<file path="config.mk">
export PLATFORM = sky130hd
export DESIGN_NAME = plt_cell
export DESIGN_NICKNAME = d
export VERILOG_FILES = /design/src/rtl/core/plt_pkg.sv /design/src/rtl/core/plt_cell.sv
export SDC_FILE = /design/constraint.sdc
export NUM_CORES = 1
export LEC_CHECK = 0
export ABC_CLOCK_PERIOD_IN_PS = 3800
export BUFFER_PORTS_ARGS = -buffer_cell sky130_fd_sc_hd__buf_2
export CAP_MARGIN = 10
export CORE_MARGIN = 2
export CORE_UTILIZATION = 38
export CTS_BUF_LIST = sky130_fd_sc_hd__clkbuf_4
export CTS_CLUSTER_DIAMETER = 120
export DETAILED_ROUTE_END_ITERATION = 8
export HOLD_SLACK_MARGIN = 0.03
export PLACE_DENSITY = 0.78
export SLEW_MARGIN = 20
export SYNTH_ARGS = -nofsm -noshare
export SYNTH_HDL_FRONTEND = slang
export SYNTH_SLANG_ARGS = --single-unit
</file>
<file path="constraint.sdc">
create_clock -name clk_i -period 3.8 [get_ports clk_i]
set_input_delay 0.76 -clock clk_i [delete_from_list [all_inputs] [get_ports clk_i]]
set_output_delay 0.76 -clock clk_i [all_outputs]
set_load 0.005 [all_outputs]
</file>
<file path="src/rtl/core/plt_pkg.sv">
// ============================================================================
// plt_pkg: positional list table package
// Shared widths, operation and status codes, and transaction and cell types.
// ============================================================================
`default_nettype none

package plt_pkg;

  // Number of list entries held by the row of cells
  localparam int unsigned DEPTH  = 64;

  localparam int unsigned IDX_W  = $clog2(DEPTH);
  localparam int unsigned CNT_W  = $clog2(DEPTH + 1);
  localparam int unsigned FUNC_W = 3;
  localparam int unsigned POS_W  = 7;
  localparam int unsigned VAL_W  = 32;
  localparam int unsigned STAT_W = 3;
  localparam int unsigned FIDX_W = 6;
  // Width that holds both a position and a count plus one without overflow
  localparam int unsigned CMP_W  = ((CNT_W > POS_W) ? CNT_W : POS_W) + 1;

  typedef logic [IDX_W-1:0] idx_t;
  typedef logic [CNT_W-1:0] cnt_t;

  typedef enum logic [FUNC_W-1:0] {
    FN_INS_FRONT = 3'd0,
    FN_INS_END   = 3'd1,
    FN_INS_POS   = 3'd2,
    FN_DEL_FRONT = 3'd3,
    FN_DEL_END   = 3'd4,
    FN_DEL_POS   = 3'd5,
    FN_SEARCH    = 3'd6
  } plt_func_e;

  typedef enum logic [STAT_W-1:0] {
    ST_OK       = 3'd0,
    ST_EMPTY    = 3'd1,
    ST_BOUNDS   = 3'd2,
    ST_NOTFOUND = 3'd3,
    ST_FULL     = 3'd4
  } plt_status_e;

  // Input transaction
  typedef struct packed {
    logic [FUNC_W-1:0]       func;
    logic [POS_W-1:0]        position;
    logic signed [VAL_W-1:0] value;
  } plt_in_t;

  // Output transaction
  typedef struct packed {
    plt_status_e             status;
    logic signed [VAL_W-1:0] removed_value;
    logic [FIDX_W-1:0]       found_index;
  } plt_out_t;

  // Scan lane entry: a copy of a stored value plus its match flag
  typedef struct packed {
    logic             hit;
    logic [VAL_W-1:0] data;
  } plt_scan_t;

  // Control broadcast to every cell
  typedef struct packed {
    logic             ins;
    logic             del;
    logic             scan_load;
    logic             scan_shift;
    idx_t             k;
    logic [VAL_W-1:0] value;
    cnt_t             count;
  } plt_cell_ctl_t;

endpackage

`default_nettype wire

</file>
<file path="src/rtl/core/plt_cell.sv">
// ============================================================================
// plt_cell: one list entry
// Holds one stored value and one scan lane entry. Inserts shift data from the
// left neighbor, deletes and scans shift from the right neighbor.
// ============================================================================
`default_nettype none

module plt_cell (
  input  wire logic                          clk_i,
  input  wire plt_pkg::idx_t                 idx_i,
  input  wire plt_pkg::plt_cell_ctl_t        ctl_i,
  input  wire logic [plt_pkg::VAL_W-1:0]     left_data_i,
  input  wire logic [plt_pkg::VAL_W-1:0]     right_data_i,
  input  wire plt_pkg::plt_scan_t            right_scan_i,
  output      logic [plt_pkg::VAL_W-1:0]     data_o,
  output      plt_pkg::plt_scan_t            scan_o
);

  logic [plt_pkg::VAL_W-1:0] data_q;
  logic [plt_pkg::VAL_W-1:0] data_d;
  plt_pkg::plt_scan_t        scan_q;
  plt_pkg::plt_scan_t        scan_d;

  // Stored entry: open a gap at k on insert, close it on delete
  always_comb begin
    data_d = data_q;
    if (ctl_i.ins) begin
      if (idx_i > ctl_i.k) begin
        data_d = left_data_i;
      end else if (idx_i == ctl_i.k) begin
        data_d = ctl_i.value;
      end
    end else if (ctl_i.del) begin
      if (idx_i >= ctl_i.k) begin
        data_d = right_data_i;
      end
    end
  end

  // Scan lane: snapshot with match flag, then march toward the front
  always_comb begin
    scan_d = scan_q;
    if (ctl_i.scan_load) begin
      scan_d.data = data_q;
      scan_d.hit  = (data_q == ctl_i.value) && (plt_pkg::cnt_t'(idx_i) < ctl_i.count);
    end else if (ctl_i.scan_shift) begin
      scan_d = right_scan_i;
    end
  end

  always_ff @(posedge clk_i) begin
    data_q <= data_d;
    scan_q <= scan_d;
  end

  assign data_o = data_q;
  assign scan_o = scan_q;

endmodule

`default_nettype wire
</file>
=== Word-level counts from Yosys, hierarchy flattened ===
Index checks and enable logic that the tools add are counted.

* Register bits after elaboration: 65
* Bits in latches: 0
* RAM bits: 0
* ROM bits: 0
* Bits of input ports: 153
* Output and inout bits: 65
* Word-level logic and storage cells: 21
* Memories kept: 0

* Add/sub/neg operators: 0
* Multipliers: 0
* Divide/modulo/power cells: 0
* $lt $le $gt $ge: 3
* Equality and inequality tests: 3
* Shift operators: 0
* Multiplexer cells: 7
* Bitwise operators: 0
* Reduce and logical (&&, ||, !) cells: 5

{| class="wikitable"
|+ Operators by type and width
! operator !! number
|-
| $mux 32 || 5
|-
| $mux 33 || 2
|-
| $eq 32x32->1 || 1
|-
| $lt 6x7->1 || 1
|-
| $eq 6x6->1 || 1
|-
| $ge 6x6->1 || 1
|-
| $gt 6x6->1 || 1
|-
| $reduce_bool 2->1 || 3
|-
| $ne 3x1->1 const B || 1
|-
| $reduce_and 3->1 || 1
|-
| $logic_and 1x1->1 || 1
|}

=== Longest topological paths before layout ===
* Word-level depth: 4
* Mapped depth: 8
* Mapped depth without buffers: 7

=== Least setup slack after synthesis ===
OpenSTA, ideal clock, no wires.

* Kind: input port to flip-flop
* Start point: input ctl_i[44] (netlist name)
* End point: register data_q (netlist bit data_o[0]) (enable)
* Setup time: 0.432 ns
* Data arrival time: 3.030 ns
* Data required time: 3.368 ns
* Path slack: 0.338 ns
* Cell stages on the path: 5
* Buffers on the path: 0
* Cells stage by stage: inv_1 > ha_1 > and4_4 > o21ai_0 > a21oi_1

* Cells in the longest elaborated chain, start to end: 3
* Elaborated cells on any way between the ends: 6
* Classes of those cells: 2 x order compare; 2 x eq/ne; 2 x reduce/logical

{| class="wikitable"
|+ Ends and longest elaborated chain
! item !! line !! source
|-
| start, declared || plt_cell.sv:11 || <nowiki>input wire plt_pkg::plt_cell_ctl_t ctl_i,</nowiki>
|-
| $gt 6x6->1, or another cell as far along || plt_cell.sv:28 || <nowiki>if (idx_i > ctl_i.k) begin</nowiki>
|-
| $ne 3x1->1 (no line) / $reduce_bool 2->1 (equally long branches) || -- ||
|-
| $reduce_and 3->1 (no line) (*) || -- ||
|-
| end signal, assigned || plt_cell.sv:52 || <nowiki>data_q <= data_d;</nowiki>
|-
| end, declared || plt_cell.sv:19 || <nowiki>logic [plt_pkg::VAL_W-1:0] data_q;</nowiki>
|}

Every way passes the cells marked *; elsewhere a longest branch is shown, timed or not.
A chain may end at the register's enable or synchronous reset.

=== Final worst setup path ===
* Start point: input idx_i[5]
* End point: register data_q (netlist bit data_o[9]) (data pin)

* Cells in the longest elaborated chain, start to end: 3

{| class="wikitable"
|+ Ends and longest elaborated chain
! item !! line !! source
|-
| start, declared || plt_cell.sv:10 || <nowiki>input wire plt_pkg::idx_t idx_i,</nowiki>
|-
| $gt 6x6->1 || plt_cell.sv:28 ||
|-
| $mux 32 || plt_cell.sv:28 ||
|-
| $mux 32 || plt_cell.sv:27 || <nowiki>if (ctl_i.ins) begin</nowiki>
|-
| via data_d, one bit || plt_cell.sv:20 || <nowiki>logic [plt_pkg::VAL_W-1:0] data_d;</nowiki>
|}

The timed path passes the listed nets, and every way through them passes these cells.

==> flow_metrics.env <==
export IMPL_crit_chain="buf_2, ha_1, and4_4, o21ai_2, a32oi_4, buf_4, mux2i_1, a21oi_1"
export IMPL_cp_slowest_cell="buf_4"
export IMPL_hold_viol_final=0
export IMPL_synth_top_area_cell="edfxtp_1"
export IMPL_nNetsFinal=679
export IMPL_r2r_setup_slack_ns=1.84
export IMPL_synth_area_per_cell_um2=12.4
export IMPL_synth_top_cells_by_area="edfxtp_1, mux2_2, mux2i_1"
export IMPL_worstHoldEndpoint="scan_o[30]$_DFFE_PP_"
export IMPL_die_y_um=103
export IMPL_postSynth_asyncResetShare=0
export IMPL_syn_nets=461
export IMPL_arrival_ns=2.59
export IMPL_area_growth_pct=35.8
export IMPL_grt_pass1_vias=3032
export IMPL_r2r_start="data_o[10]$_DFFE_PP_"
export IMPL_fillers=884
export IMPL_post_cts_setup_buffers=0
export IMPL_h_tree_depth=3
export IMPL_dpl_cell_area_um2=4900
export IMPL_num_vias=3146
export IMPL_synth_cells=297
export IMPL_holdPathStages=1
export IMPL_holdWs_ns=0.641
export IMPL_path_buf_inv=2
export IMPL_max_stage_delay_ns=0.50
export IMPL_drive_above_1_share=0.519
export IMPL_synth_ff_type="edfxtp_1"
export IMPL_cp_max_fo=32
export IMPL_maxSlewViolCount=0
export IMPL_final_min_clock_period_ns=2.46
export IMPL_hp_start="data_o[30]$_DFFE_PP_"
export IMPL_dieArea_um2=10500
export IMPL_grt_antenna_before_repair=0
export IMPL_routedWlPerCell_um=16.7
export IMPL_fin_area_um2=5020
export IMPL_wl_um=10900
export IMPL_critical_path_class="input pin to flop"
export IMPL_numCtsBuffers=9
export IMPL_drt_iter0_markers=80
export IMPL_ioPinCount=218
export IMPL_yosysWarnings=0
export IMPL_worst_setup_hold_path_clk_slew_ns=0.11
export IMPL_final_antenna_net_count=0
export IMPL_grt_util_all_layers=0.198
export IMPL_skew_ns=0.0185
export IMPL_cp_required_ns=3.92
export IMPL_vias_per_cell=4.83
export IMPL_outcome="complete, no violations"
export IMPL_cts_tree="yes"
export IMPL_timing_rr_end="scan_o[32]$_DFFE_PP_"
export IMPL_p_leak_uw=0.00226
export IMPL_antenna_cells=0
export IMPL_ir_drop_uv=181
export IMPL_cts_buffer_depth=2
export IMPL_ys_ff_latch=65
export IMPL_seq_area_frac_synth=0.528
export IMPL_dieWidth_um=103
export IMPL_grt_pass1_wl_um=15400
export IMPL_worst_pin_slew_ns=0.881
export IMPL_cp_top_family="buffers and inverters"
export IMPL_setup_tns_final_ns=0
export IMPL_powerDensity_nw_per_um2=384
export IMPL_fp_coreArea_um2=9590
export IMPL_crit_path_end_kind="flop"
export IMPL_initial_utilization=0.385
export IMPL_synth_cell_types=31
export IMPL_rr_worst_depth=5
export IMPL_grt_overflow=0
export IMPL_post_route_drc_count=0
export IMPL_grt_max_degree=37
export IMPL_io_buffers=217
export IMPL_cts_resized=0
export IMPL_synth_edff_count=65
export IMPL_place_gp_congestion=0.871
export IMPL_hp_class="flop to flop"
export IMPL_start_kind="input pin"
export IMPL_rsz0062_at_grt="no"
export IMPL_instances_no_fill=651
export IMPL_synthTopCellsByCount="edfxtp_1, a21oi_1, nor2_1"
export IMPL_fmax_mhz=406
export IMPL_clock_sinks=65
export IMPL_synth_top_area_frac=0.528
export IMPL_finalCritPeriodShare=0.648
export IMPL_maxCapViolations=0
export IMPL_dp_hpwl_um=8300
export IMPL_dpl_cell_count=637
export IMPL_first_pass_iters=4
export IMPL_maxSlewHeadroom=0.413
export IMPL_clockRootBuffer="clkbuf_4"
export IMPL_cts_hold_fix_buffers=0
export IMPL_finalSetupViolCount=0
export IMPL_rows=36
export IMPL_syn_area_um2=3700
export IMPL_synth_most_common_cell="edfxtp_1"
export IMPL_clkLatencyLatePin_ns=0.39
==> stage by stage <==
stage / util / total power [µW] / setup WS (ns)
floorplan: - / 1260 / 0.338
global placement: 0.511 / 1500 / 1.02
detailed placement: 0.511 / 1510 / 0.945
CTS: 0.523 / 1950 / 1.40
global route: 0.523 / 2030 / 1.28
finish: 0.523 / 1930 / 1.34
==> where the power goes <==
group | switching, µW | internal [µW] | total, µW
logic | 242 | 266 | 508
registers | 63.6 | 919 | 983
clock network | 249 | 188 | 437
==> cells in the final DEF, fill, tap and decap left out <==
master      instances
nor4_1              2
nand2_1             1
a21oi_1            36
o21ai_0             2
a21o_1              1
a21boi_0            1
nor3b_1             1
nand2b_1            1
bufinv_16           1
nor2_1             33
xor2_1              1
mux2i_1            32
or2_2               1
o21ai_2             1
nand4b_1            1
a21oi_4             1
clkinvlp_4          1
mux2_2             32
nand3_1             1
inv_1              14
nand4_1             7
nor2b_1             1
buf_4               4
o21ai_1             1
ha_1               11
xnor2_1            31
clkinv_1            3
and4_4              1
buf_2             217
o2111ai_1           1
clkbuf_4            9
a32oi_4             1
nor3_1              1
o21a_1              1
edfxtp_1           65
==> sequential cells by signal (all words and copies together) (netlist names) <==
name	flops
scan_o	33
data_o	32
==> worst max path at each step <==
stage	start	endpoint	slack, ns	depth (start not counted)
detailed placement	idx_i[5]	data_o[4]$_DFFE_PP_	0.94	8
global route	idx_i[5]	data_o[21]$_DFFE_PP_	1.28	8
finish	idx_i[5]	data_o[9]$_DFFE_PP_	1.34	8
CTS	idx_i[5]	data_o[4]$_DFFE_PP_	1.40	8
floorplan	ctl_i[44]	data_o[0]$_DFFE_PP_	0.34	5
global placement	idx_i[5]	data_o[18]$_DFFE_PP_	1.02	8
==> cell type report <==
cell class	instances	area, µm²	share of cell area
sequential	65	1950	0.389
multi-input combinational	204	1620	0.322
timing repair buffer	221	1120	0.222
tap	133	166	0.0331
inverter	14	52.6	0.0105
clock inverter	5	48.8	0.00972
clock buffer	9	67.6	0.0135
==> per-layer routing <==
layer	part of all wire	global-route usage	vias up	wire, µm
li1	-	-	1525	-
met1	0.43	0.250	1451	4630
met2	0.48	0.335	152	5280
met3	0.070	0.0393	18	758
met4	0.020	0.0800	0	220
met5	0	0	-	0
==> cell families (layout without fill, tap and decap cells) <==
family,count (synthesis),in the layout,share of synthesized area
simple gates,51,51,0.0650
buf+inv,28,249,0.0376
xor+xnor,32,32,0.0758
compound gates,46,46,0.0724
mux,64,64,0.184
flops,65,65,0.528
fa+ha+maj,11,11,0.0372
Power figures use the tool's default switching activity.
